**src/set_assoc_writeback_cache_lru_macros.svh**
```systemverilog
// Assertion macros used by the cache top level.
`ifndef SET_ASSOC_WRITEBACK_CACHE_LRU_MACROS_SVH
`define SET_ASSOC_WRITEBACK_CACHE_LRU_MACROS_SVH

// Check that a condition implies another at the same edge.
`define SACL_ASSERT_IMPLIES(lbl, ante, cons, msg) \
  lbl: assert property (@(posedge clk_i) disable iff (!rst_ni) (ante) |-> (cons)) \
    else $error(msg);

// Check that a condition implies another at the next edge.
`define SACL_ASSERT_NEXT(lbl, ante, cons, msg) \
  lbl: assert property (@(posedge clk_i) disable iff (!rst_ni) (ante) |=> (cons)) \
    else $error(msg);

`endif

```
**src/sacl_pkg.sv**
```systemverilog
// Shared types, codes and helpers for the set-associative cache.
package sacl_pkg;
  localparam int unsigned ADDR_W     = 32;
  localparam int unsigned DATA_W     = 64;
  localparam int unsigned LEN_W      = 4;
  localparam int unsigned MODE_W     = 2;
  localparam int unsigned CNT_W      = 32;
  localparam int unsigned OFF_W      = 3;
  localparam int unsigned SETF_W     = 8;
  localparam int unsigned FIFO_DEPTH = 2;

  localparam logic [MODE_W-1:0] MODE_LOAD  = 2'd0;
  localparam logic [MODE_W-1:0] MODE_STORE = 2'd1;
  localparam logic [MODE_W-1:0] MODE_FILL  = 2'd2;

  typedef enum logic [2:0] {
    OP_LOAD,
    OP_STORE,
    OP_FILL,
    OP_NONE,
    OP_ERR
  } op_e;

  typedef struct packed {
    op_e               op;
    logic [ADDR_W-1:0] tag;
    logic [SETF_W-1:0] set;
    logic [OFF_W-1:0]  off;
    logic [LEN_W-1:0]  len;
    logic [DATA_W-1:0] data;
  } req_t;

  function automatic logic [DATA_W-1:0] byte_mask(logic [OFF_W-1:0] off,
                                                  logic [LEN_W-1:0] len);
    logic [15:0]       be;
    logic [DATA_W-1:0] m;
    be = (16'(1) << len) - 16'(1);
    be = be << off;
    for (int b = 0; b < 8; b++) begin
      m[b*8 +: 8] = {8{be[b]}};
    end
    return m;
  endfunction
endpackage

```
**src/sacl_in_if.sv**
```systemverilog
// Request channel interface.
interface sacl_in_if;
  logic        valid;
  logic        ready;
  logic [1:0]  mode;
  logic [31:0] address;
  logic [3:0]  access_length;
  logic [63:0] data_in;

  modport source(output valid, mode, address, access_length, data_in, input ready);
  modport sink(input valid, mode, address, access_length, data_in, output ready);
endinterface

```
**src/sacl_front.sv**
```systemverilog
// Front end: decode and classify requests, queue them for the back end.
module sacl_front import sacl_pkg::*; #(
  parameter int unsigned NUM_SETS   = 16,
  parameter int unsigned LINE_BYTES = 8,
  parameter int unsigned ADDR_BITS  = 32
) (
  input  logic         clk_i,
  input  logic         rst_ni,
  sacl_in_if.sink      in_i,
  output logic         req_valid_o,
  output req_t         req_o,
  input  logic         req_pop_i
);
  localparam int unsigned OB     = $clog2(LINE_BYTES);
  localparam int unsigned SB     = $clog2(NUM_SETS);
  localparam int unsigned AW     = (ADDR_BITS < ADDR_W) ? ADDR_BITS : ADDR_W;
  localparam logic [ADDR_W-1:0] AMASK = ADDR_W'((64'(1) << AW) - 64'(1));
  localparam logic [ADDR_W-1:0] OMASK = ADDR_W'((64'(1) << OB) - 64'(1));
  localparam logic [ADDR_W-1:0] SMASK = ADDR_W'((64'(1) << SB) - 64'(1));
  localparam int unsigned PTR_W  = (FIFO_DEPTH > 1) ? $clog2(FIFO_DEPTH) : 1;
  localparam int unsigned CNT_FW = $clog2(FIFO_DEPTH + 1);

  logic [ADDR_W-1:0] addr_m, off_raw, set_raw, set_mod;
  logic              err;
  req_t              req_new;
  logic              push;

  req_t              fifo_q [FIFO_DEPTH];
  logic [PTR_W-1:0]  wr_ptr_q, rd_ptr_q;
  logic [CNT_FW-1:0] cnt_q;

  always_comb begin
    addr_m  = in_i.address & AMASK;
    off_raw = addr_m & OMASK;
    set_raw = (addr_m >> OB) & SMASK;
    set_mod = (set_raw >= ADDR_W'(NUM_SETS)) ? set_raw - ADDR_W'(NUM_SETS) : set_raw;
    err     = (5'(off_raw[OFF_W-1:0]) + 5'(in_i.access_length)) > 5'(LINE_BYTES);
    req_new.tag  = addr_m >> (OB + SB);
    req_new.set  = set_mod[SETF_W-1:0];
    req_new.off  = off_raw[OFF_W-1:0];
    req_new.len  = in_i.access_length;
    req_new.data = in_i.data_in;
    case (in_i.mode)
      MODE_LOAD:  req_new.op = err ? OP_ERR : OP_LOAD;
      MODE_STORE: req_new.op = err ? OP_ERR : OP_STORE;
      MODE_FILL:  req_new.op = OP_FILL;
      default:    req_new.op = OP_NONE;
    endcase
  end

  assign in_i.ready  = (cnt_q != CNT_FW'(FIFO_DEPTH));
  assign push        = in_i.valid && in_i.ready;
  assign req_valid_o = (cnt_q != '0);
  assign req_o       = fifo_q[rd_ptr_q];

  always_ff @(posedge clk_i) begin
    if (push) begin
      fifo_q[wr_ptr_q] <= req_new;
    end
  end

  always_ff @(posedge clk_i or negedge rst_ni) begin
    if (!rst_ni) begin
      wr_ptr_q <= '0;
      rd_ptr_q <= '0;
      cnt_q    <= '0;
    end else begin
      if (push) begin
        wr_ptr_q <= (wr_ptr_q == PTR_W'(FIFO_DEPTH - 1)) ? '0 : wr_ptr_q + 1'b1;
      end
      if (req_pop_i) begin
        rd_ptr_q <= (rd_ptr_q == PTR_W'(FIFO_DEPTH - 1)) ? '0 : rd_ptr_q + 1'b1;
      end
      cnt_q <= cnt_q + CNT_FW'(push) - CNT_FW'(req_pop_i);
    end
  end
endmodule

```
**src/flat_wrapper.sv**
```systemverilog
// flat-port wrapper written by rule: the top's interface ports become plain ports
module sacl_front_flat import sacl_pkg::*;
#(
  parameter int unsigned NUM_SETS   = 16,
  parameter int unsigned LINE_BYTES = 8,
  parameter int unsigned ADDR_BITS  = 32
)
  (clk_i, rst_ni, req_valid_o, req_o, req_pop_i, in_i_valid, in_i_mode, in_i_address, in_i_access_length, in_i_data_in, in_i_ready);
  sacl_in_if in_i_i ();
  input  logic clk_i;
  input  logic rst_ni;
  output logic req_valid_o;
  output req_t req_o;
  input  logic req_pop_i;
  input wire logic [$bits(in_i_i.valid)-1:0] in_i_valid;
  input wire logic [$bits(in_i_i.mode)-1:0] in_i_mode;
  input wire logic [$bits(in_i_i.address)-1:0] in_i_address;
  input wire logic [$bits(in_i_i.access_length)-1:0] in_i_access_length;
  input wire logic [$bits(in_i_i.data_in)-1:0] in_i_data_in;
  output wire logic [$bits(in_i_i.ready)-1:0] in_i_ready;
  assign in_i_i.valid = in_i_valid;
  assign in_i_i.mode = in_i_mode;
  assign in_i_i.address = in_i_address;
  assign in_i_i.access_length = in_i_access_length;
  assign in_i_i.data_in = in_i_data_in;
  assign in_i_ready = in_i_i.ready;
  sacl_front #(.NUM_SETS(NUM_SETS), .LINE_BYTES(LINE_BYTES), .ADDR_BITS(ADDR_BITS)) u_core (.clk_i(clk_i), .rst_ni(rst_ni), .in_i(in_i_i), .req_valid_o(req_valid_o), .req_o(req_o), .req_pop_i(req_pop_i));
endmodule
```
**config.mk**
```make
export PLATFORM = sky130hd
export DESIGN_NAME = sacl_front_flat
export DESIGN_NICKNAME = d
export VERILOG_FILES = /design/src/set_assoc_writeback_cache_lru_macros.svh /design/src/sacl_pkg.sv /design/src/sacl_in_if.sv /design/src/sacl_front.sv /design/src/flat_wrapper.sv
export SDC_FILE = /design/constraint.sdc
export NUM_CORES = 1
export LEC_CHECK = 0
export ABC_AREA = 1
export BUFFER_PORTS_ARGS = -buffer_cell sky130_fd_sc_hd__buf_2
export CAP_MARGIN = 15
export CORE_ASPECT_RATIO = 1.75
export CORE_MARGIN = 3
export CORE_UTILIZATION = 40
export CTS_CLUSTER_SIZE = 8
export DETAILED_ROUTE_END_ITERATION = 7
export GPL_ROUTABILITY_DRIVEN = 0
export GPL_TIMING_DRIVEN = 0
export MAX_ROUTING_LAYER = met4
export PLACE_DENSITY = 0.65
export SYNTH_ARGS = -nofsm -noshare
export SYNTH_HDL_FRONTEND = slang
export SYNTH_SLANG_ARGS = --single-unit
```
**constraint.sdc**
```tcl
create_clock -name clk_i -period 6.96 [get_ports clk_i]
set_input_delay 1.392 -clock clk_i [delete_from_list [all_inputs] [get_ports clk_i]]
set_output_delay 1.392 -clock clk_i [all_outputs]
set_load 0.05 [all_outputs]
```
After elaboration in Yosys (flattened, before gate mapping)
Memories as Yosys holds them, arrays and structs flattened.
Cells that the tools add are included.
{"block": "word_totals", "mem_count": 1, "latchBits": 0, "in_bits": 106, "regBits": 4, "ram_bits": 214, "word_cells": 26, "mem_bits_ro": 0, "output_inout_bits": 116}
{"name": "u_core.fifo_q", "words": 2, "width": 107, "rd": 1, "rd_clocked_by_memory_dff": 0, "wr": 1, "line": "sacl_front.sv:28", "rtl": "req_t fifo_q [FIFO_DEPTH];"}
{"block": "op_classes", "add_sub_neg": 6, "magnitude_cmp": 2, "n_mul": 0, "bitwise": 0, "reduce_logical": 3, "div_mod_pow": 0, "n_mux": 8, "n_eq_ne": 3, "shifts": 0}
{"op": "$pmux 3 s3", "count": 1}
{"op": "$mux 8", "count": 1}
{"op": "$mux 3", "count": 2}
{"op": "$sub 4x5->6 const B", "count": 1}
{"op": "$add 3x4->5", "count": 1}
{"op": "$ge 4x5->1 const B", "count": 1}
{"op": "$gt 5x4->1 const B", "count": 1}
{"op": "$mux 1", "count": 4}
{"op": "$add 1x1->1 const B", "count": 2}
{"op": "$add 2x1->2", "count": 1}
{"op": "$eq 2x1->1 const B", "count": 1}
{"op": "$eq 2x2->1 const B", "count": 1}
{"op": "$logic_not 2->1", "count": 1}
{"op": "$ne 2x2->1 const B", "count": 1}
{"op": "$reduce_bool 2->1", "count": 1}
{"op": "$sub 2x1->2", "count": 1}
{"op": "$logic_and 1x1->1", "count": 1}

Longest topological paths before layout
Gate-level depths: netlist of run 1.
{"block": "logic_depth", "word_depth": 4, "mapped_depth": 9, "depth_no_buf": 9}

Worst setup path after synthesis of run 1
No wires, ideal clock.
{"block": "synth_path", "kind": "input port to flip-flop", "startpoint": "input port in_i_valid", "endpoint": "memory u_core.fifo_q[1][0] in the netlist's numbering (enable)", "path_slack_ps": 573, "stages": 2, "arrival_time_ps": 5819, "required_ps": 6392, "cell_sequence": "nand2_1 nor2_1"}
{"block": "synth_between", "elab_chain_len": 3}
{"item": "start: declaration", "line": "flat_wrapper.sv:15", "rtl": "input wire logic [$bits(in_i_i.valid)-1:0] in_i_valid;"}
{"item": "$logic_and 1x1->1", "line": "sacl_front.sv:52", "rtl": "assign push = in_i.valid && in_i.ready;"}
{"item": "$mux 1", "line": "sacl_front.sv:57", "rtl": "if (push) begin"}
{"item": "$mux 1 (not written as such)", "line": "sacl_front.sv:58", "rtl": "fifo_q[wr_ptr_q] <= req_new;"}
{"item": "end: declaration", "line": "sacl_front.sv:28"}
No other way between the ends.

==> metrics.md, run 1 <==
| Metric | Value |
|---|---|
| Crit path max-delay cell type | dfrtp_1 |
| Routed vias | ~4300 |
| Post-Syn Instances | roughly 390 |
| Commonest non-fill, non-tap cell in the layout | buf_2 |
| Hold Path Class | reg2reg |
| Dpl ws | around 3800 ps |
| FMAX | 0.307 GHz |
| First-pass GRT wire length | 25.2 mm |
| Synth top area cells | edfxtp_1 (76%), mux2_4 (11%), mux2_2 (5.9%) |
| CP max stage delay | 330 ps |
| Post-route worst setup slack | about 3700 ps |
| Status | complete, no violations |
| Setup-failing EPs final | 0 |
| Max_slew headroom | between 40 and 50% |
| Worst-margin pin slew | about 820 ps |
| Pins Over Slew Limit | 0 |
| Clk_skew | ~8 ps |
| Total power | 0.00532 W |
| Core area | between 0.015 and 0.02 mm^2 |
| Tot GR Track Use | between 10% and 20% |
| Post-Syn Area per Cell | between 20 and 25 um^2 |
| # rows | between 60 and 70 |
| Final WL | around 17 mm |
| Maximum vdd drop | ~0.32 mV |
| Minimum clock period | about 3300 ps |
| Area delta synth->final | 29.0% |
| Clock Sinks | 210 |
| Initial antenna violation count | 2 |
| Syn Std Cell Area | roughly 0.0081 mm^2 |
| Required @ worst endpoint | around 5600 ps |
| Setup crit end kind | output port |
| Chip width | 114 um |
| WP data arrival | between 1500 and 2000 ps |
| Routed Antenna Nets | 0 |
| Final nets | between 700 and 800 |
| Port-buffer cells | 210 |
| CTS Buffer Depth | 3 |
| Chip Height | 195 um |
| Largest net degree at the start of global routing | 34 |
| Number of buffers created by CTS | 30 |
| Post-CTS sizing | 0 |
| Wire length per cell | between 15 and 20 um |
| Final hold vios | 0 |
| CP most frequent cell | buf_6 |
| Insertion delay to the later sink of the worst-skew pair | 530 ps |
| Power per cell area | between 500 and 600 mW/mm^2 |
| CTS Hold Bufs | 0 |
| Startpoint type of the worst setup path | register |
| Register area share after synthesis | between 70% and 80% |
| Clock transition at path regs | ~50 ps |
| Synth warn | 0 |
| Leak pwr | about 4.2 nW |
| Max Cap Violations | 0 |
| Commonest cells after routing, fill and taps aside | buf_2 (214), edfxtp_1 (206), mux2_4 (60) |
| RSZ-0062 raised after global routing | no |
| Crit Path Category | reg2out |
| Vias in the first global route | just under 5000 |
| Cell variety after synth | 21 |
| Maximum fanout along the worst path | 10 |
| Period utilisation layout | 46.8% |
| Synthesized flop and latch total | 210 |
| Post CTS Setup Buffer Count | 0 |
| Total gr overflow | 0 |
| Clock Root Buffer | clkbuf_16 |
| CTS tree | done |
| First-pass iteration count of the detailed router | 4 |
| Remaining DRCs | 0 |
| Crit path cell chain | buf_6 -> buf_8 -> buf_6 -> mux2_4 -> buf_2 |
| Number of fill cells | around 1700 |
| Io pins | ~220 |
| Die ar. | ~0.022 mm^2 |
| Initial Util | between 40% and 50% |
| Vias/cell | between 4 and 5 |
| Share of cells above drive strength 1 | between 50% and 60% |
| H-tree depth | 1 |
| Dpl hpwl | about 12 mm |
| Top-area cell type share of the netlist area | 75.9% |
| Yosys top cell by area | edfxtp_1 |
| 1st-iter DRT viols | approximately 150 |
-- flip-flops by register name (all words and copies together) (netlist names) --
register and cells:
u_core.cnt_q 2, u_core.fifo_q 206, u_core.rd_ptr_q 1, u_core.wr_ptr_q 1
-- report_power, final --
part / internal [W] / leakage [nW] / switching [W]
clock: 0.000796 / 0.400 / 0.000480
combinational: 0.000700 / 1.87 / 0.00155
sequential: 0.00173 / 1.96 / 0.0000704
-- worst paths after layout --
check | cells after the start | end | slack, ps | from
min in group asynchronous | 1 | u_core.cnt_q[0] | 670 | rst_ni
worst min register to register | 1 | u_core.cnt_q[0] | 540 | u_core.cnt_q[0]
max in group asynchronous | 1 | u_core.cnt_q[1] | 6170 | rst_ni
worst min-delay path | 1 | u_core.cnt_q[0] | 540 | u_core.cnt_q[0]
worst max register to register | 6 | u_core.fifo_q[1][34] | 4800 | u_core.cnt_q[0]
worst max-delay path | 5 | req_o[22] | 3700 | u_core.rd_ptr_q
-- synthesized netlist by cell type --
master,count
edfxtp_1,206
mux2_4,60
mux2_2,43
inv_1,12
buf_4,11
nand2_1,10
buf_6,7
nand3_1,6
nor2_1,6
ha_1,5
buf_2,4
dfrtp_1,4
a21oi_1,3
xnor2_1,2
buf_8,1
clkbuf_1,1
conb_1,1
fa_1,1
o21ai_0,1
or2_2,1
xor2_1,1
-- layer usage --
| layer | GRT usage, % | wire (um) | part of all wire [%] | up-vias |
|---|---|---|---|---|
| met3 | 3.18 | 948 | 5.7 | 55 |
| li1 | - | - | - | 1983 |
| met4 | 7.27 | 773 | 4.7 | 0 |
| met2 | 28.4 | 9630 | 58 | 161 |
| met5 | - | 0 | 0 | - |
| met1 | 13.6 | 5150 | 31 | 2085 |
-- stage by stage --
| step | area, um^2 | utilization (%) | std cells | hold WS [ps] | TNS [ps] |
|---|---|---|---|---|---|
| 2_1_floorplan | 8180 | - | 396 | 485 | 0 |
| 3_3_place_gp | 9540 | 47.9 | 851 | 504 | -343700 |
| 3_5_place_dp | 9680 | 48.6 | 857 | 533 | 0 |
| 4_1_cts | 10500 | 52.8 | 901 | 545 | 0 |
| 5_1_grt | 10500 | 52.8 | 903 | 553 | 0 |
| 6_report | 10500 | 52.8 | 903 | 538 | 0 |
-- cell type report --
class,count,area (um^2),share of cell area [%]
clock inverters,1,8.76,0.0833
clock buffers,43,821,7.81
plain buffers,24,200,1.90
multi-input cells,150,1670,15.9
diodes,2,5.00,0.0476
well taps,245,307,2.92
repair buffers,216,1170,11.1
inverters,12,45.0,0.429
flip-flops and latches,210,6290,59.8
-- critical path: cells and delay by family (launching register included) --
kind                   cells  cell delay (ps)
flip-flops                 1              330
multiplexers               1              320
buffers and inverters      4              670
-- logic make-up (layout without fill, tap and decap cells) --
| family | after synthesis | in the layout | share of synthesized area [%] |
|---|---|---|---|
| simple gates | 23 | 23 | 1.18 |
| buf+inv | 36 | 296 | 3.01 |
| flops | 210 | 210 | 77.2 |
| fa+ha+maj | 6 | 6 | 1.01 |
| xor+xnor | 3 | 3 | 0.323 |
| compound gates | 4 | 4 | 0.246 |
| mux | 103 | 103 | 17.0 |
| other cells | 1 | 13 | 0.0460 |
No activity file was read; power rests on OpenSTA's default activity.
==> run 2: changes to the inputs <==
- PLACE_DENSITY: 0.65 -> 0.67
- clock period: 6.96 -> 2.8 ns (I/O delays scaled with it)
==> run 2 against run 1 <==
Net effect: global-route usage shrank 0.37 points; clock power rose by 150%; highest routed layer unchanged; non-clock buffer count grew 1; critical endpoint is now req_o[21]; clock skew fell by 1.0 ps.
==> metrics.md, run 2 (synthesis results as in run 1) <==
| Metric | Value |
|---|---|
| Number of fill cells | 1676 (was 1665) |
| Chip width | 114 um (unchanged) |
| Clk_skew | 6.93 ps (was 7.93 ps) |
| Core area | 0.0199 mm^2 (unchanged) |
| Startpoint type of the worst setup path | register (unchanged) |
| Insertion delay to the later sink of the worst-skew pair | 510 ps (was 530 ps) |
| Status | complete, no violations (unchanged) |
| Worst-margin pin slew | 688 ps (was 825 ps) |
| Commonest non-fill, non-tap cell in the layout | buf_2 (unchanged) |
| Clock Sinks | 210 (unchanged) |
| Clock Root Buffer | clkbuf_16 (unchanged) |
| First-pass iteration count of the detailed router | 4 (unchanged) |
| WP data arrival | 1860 ps (was 1870 ps) |
| Total gr overflow | 0 (unchanged) |
| Vias in the first global route | 4770 (was 4900) |
| Number of buffers created by CTS | 30 (unchanged) |
| Commonest cells after routing, fill and taps aside | buf_2 (214), edfxtp_1 (206), mux2_4 (60) (unchanged) |
| Final hold vios | 0 (unchanged) |
| FMAX | slightly above 0.4 GHz |
| Routed Antenna Nets | 0 (unchanged) |
| Final nets | 757 (was 756) |
| Post CTS Setup Buffer Count | 0 (unchanged) |
| Clock transition at path regs | 50 ps (about the same) |
| Max_slew headroom | 54.0% (was 44.9%) |
| Vias/cell | 4.71 (was 4.74) |
| CTS Buffer Depth | 3 (unchanged) |
| Power per cell area | 1250 mW/mm^2 (was 506 mW/mm^2) |
| Required @ worst endpoint | 2240 ps (was 5570 ps) |
| Maximum fanout along the worst path | 10 (unchanged) |
| # rows | 68 (unchanged) |
| Total power | 0.0132 W (was 0.00532 W) |
| Setup crit end kind | output port (unchanged) |
| CTS tree | done (unchanged) |
| R2R setup slack | 710 ps (was 4800 ps) |
| Die ar. | 0.0222 mm^2 (unchanged) |
| Period utilisation layout | 86.4% |
| DP Area | 0.00968 mm^2 (about the same) |
| R2r endpoint | u_core.fifo_q[1][44] (was u_core.fifo_q[1][34]) |
| H-tree depth | 1 (unchanged) |
| Pins Over Slew Limit | 0 (unchanged) |
| Maximum vdd drop | 0.712 mV (was 0.325 mV) |
| Max FFs per register | 206 (unchanged) |
| Setup-failing EPs final | 0 (unchanged) |
| Routed vias | 4260 (was 4284) |
| R2R cell count | 5 (was 6) |
| Port-buffer cells | 210 (unchanged) |
| Placed cells | 857 (unchanged) |
| Final setup TNS | 0 ps (unchanged) |
| Minimum clock period | 2420 ps |
| Cell area after layout | 0.0105 mm^2 (about the same) |
| Reg-to-reg startpoint | u_core.cnt_q[1] (was u_core.cnt_q[0]) |
| 1st-iter DRT viols | 160 (was 145) |
| Largest net degree at the start of global routing | 34 (unchanged) |
| Share of cells above drive strength 1 | 57.5% (about the same) |
| Chip Height | 195 um (unchanged) |
| Final Core Density | 52.9% (was 52.8%) |
| Crit path capture | req_o[21] (was req_o[22]) |
| Crit Path Category | reg2out (unchanged) |
| Remaining DRCs | 0 (unchanged) |
| First-pass GRT wire length | 24.6 mm (was 25.2 mm) |
| Largest regs | u_core.fifo_q x206, u_core.cnt_q x2 (unchanged) |
| Io pins | 222 (unchanged) |
| Tot GR Track Use | 14.6% (was 14.9%) |
| Leak pwr | 4.24 nW (was 4.23 nW) |
| RSZ-0062 raised after global routing | no (unchanged) |
| Final WL | 16.0 mm (was 16.5 mm) |
| Hold Path Class | in2reg (was reg2reg) |
| Fin cells | 904 (was 903) |
| Reg with most FFs | u_core.fifo_q (unchanged) |
| Max Cap Violations | 0 (unchanged) |
| Dpl hpwl | 11.6 mm (was 11.9 mm) |
| Area delta synth->final | 29.2% (was 29.0%) |
| Wire length per cell | 17.7 um (was 18.3 um) |
| Initial antenna violation count | 2 (unchanged) |
| Initial Util | 40.9% (unchanged) |
| CP Launch Point | u_core.rd_ptr_q (unchanged) |
run 2: changes by cell type in the layout (fill, tap and decap cells not counted):
cell | before | now
nand2_4 | 0 | 1
nand2_1 | 10 | 9
dlygate4sd3_1 | 0 | 1
run 2: routing by layer:
metal / wire length [um] / GRT usage, %
met1: 5070 / 13.4
met2: 9250 / 27.7
met3: 1040 / 3.24
met4: 600 / 6.56
met5: 0 / -
run 2: area by class of cell:
| cell class | instances | area (um^2) | share of cell area, % |
|---|---|---|---|
| antenna | 2 | 5.00 | 0.0475 |
| buffer | 24 | 200 | 1.90 |
| clock buffer | 43 | 821 | 7.80 |
| clock inverter | 1 | 8.76 | 0.0832 |
| inverter | 12 | 45.0 | 0.428 |
| multi-input combinational | 150 | 1670 | 15.9 |
| sequential | 210 | 6290 | 59.7 |
| tap | 245 | 307 | 2.91 |
| timing repair buffer | 217 | 1180 | 11.2 |
run 2: where the power goes:
| group | total [W] | switching [W] | internal (W) | leakage [nW] |
|---|---|---|---|---|
| clock | 0.00314 | 0.00116 | 0.00198 | 0.400 |
| sequential | 0.00446 | 0.000170 | 0.00429 | 1.96 |
| combinational | 0.00560 | 0.00385 | 0.00175 | 1.88 |
| total | 0.0132 | 0.00518 | 0.00802 | 4.24 |
run 2: worst min-delay path by stage:
stage / end / depth (start not counted) / slack, ps / startpoint
floorplan: u_core.cnt_q[0] / 0 / 260 / rst_ni
global route: u_core.fifo_q[0][10] / 1 / 200 / in_i_data_in[10]
detailed placement: u_core.wr_ptr_q / 1 / 380 / rst_ni
CTS: u_core.fifo_q[0][47] / 1 / 200 / in_i_data_in[47]
global placement: u_core.wr_ptr_q / 1 / 370 / rst_ni
finish: u_core.fifo_q[1][100] / 1 / 230 / in_i_address[28]
run 2: per-stage QoR:
| step | hold slack, ps | worst slack (ps) |
|---|---|---|
| after floorplan | 264 | 36.5 |
| after global placement | 371 | -764 |
| after detailed placement | 378 | 541 |
| after CTS | 199 | 316 |
| after global routing | 202 | 295 |
| final | 230 | 380 |
run 2: critical path, stage by stage, from the launching register on:
cell and delay [ps]:
dfrtp_1 330, buf_6 120, buf_8 160, buf_6 200, mux2_4 320, buf_2 210
run 2: what timing repair did:
action,CTS,global route
hold buffers,1,0
resized for setup,0,0
hold endpoints to repair,4,0
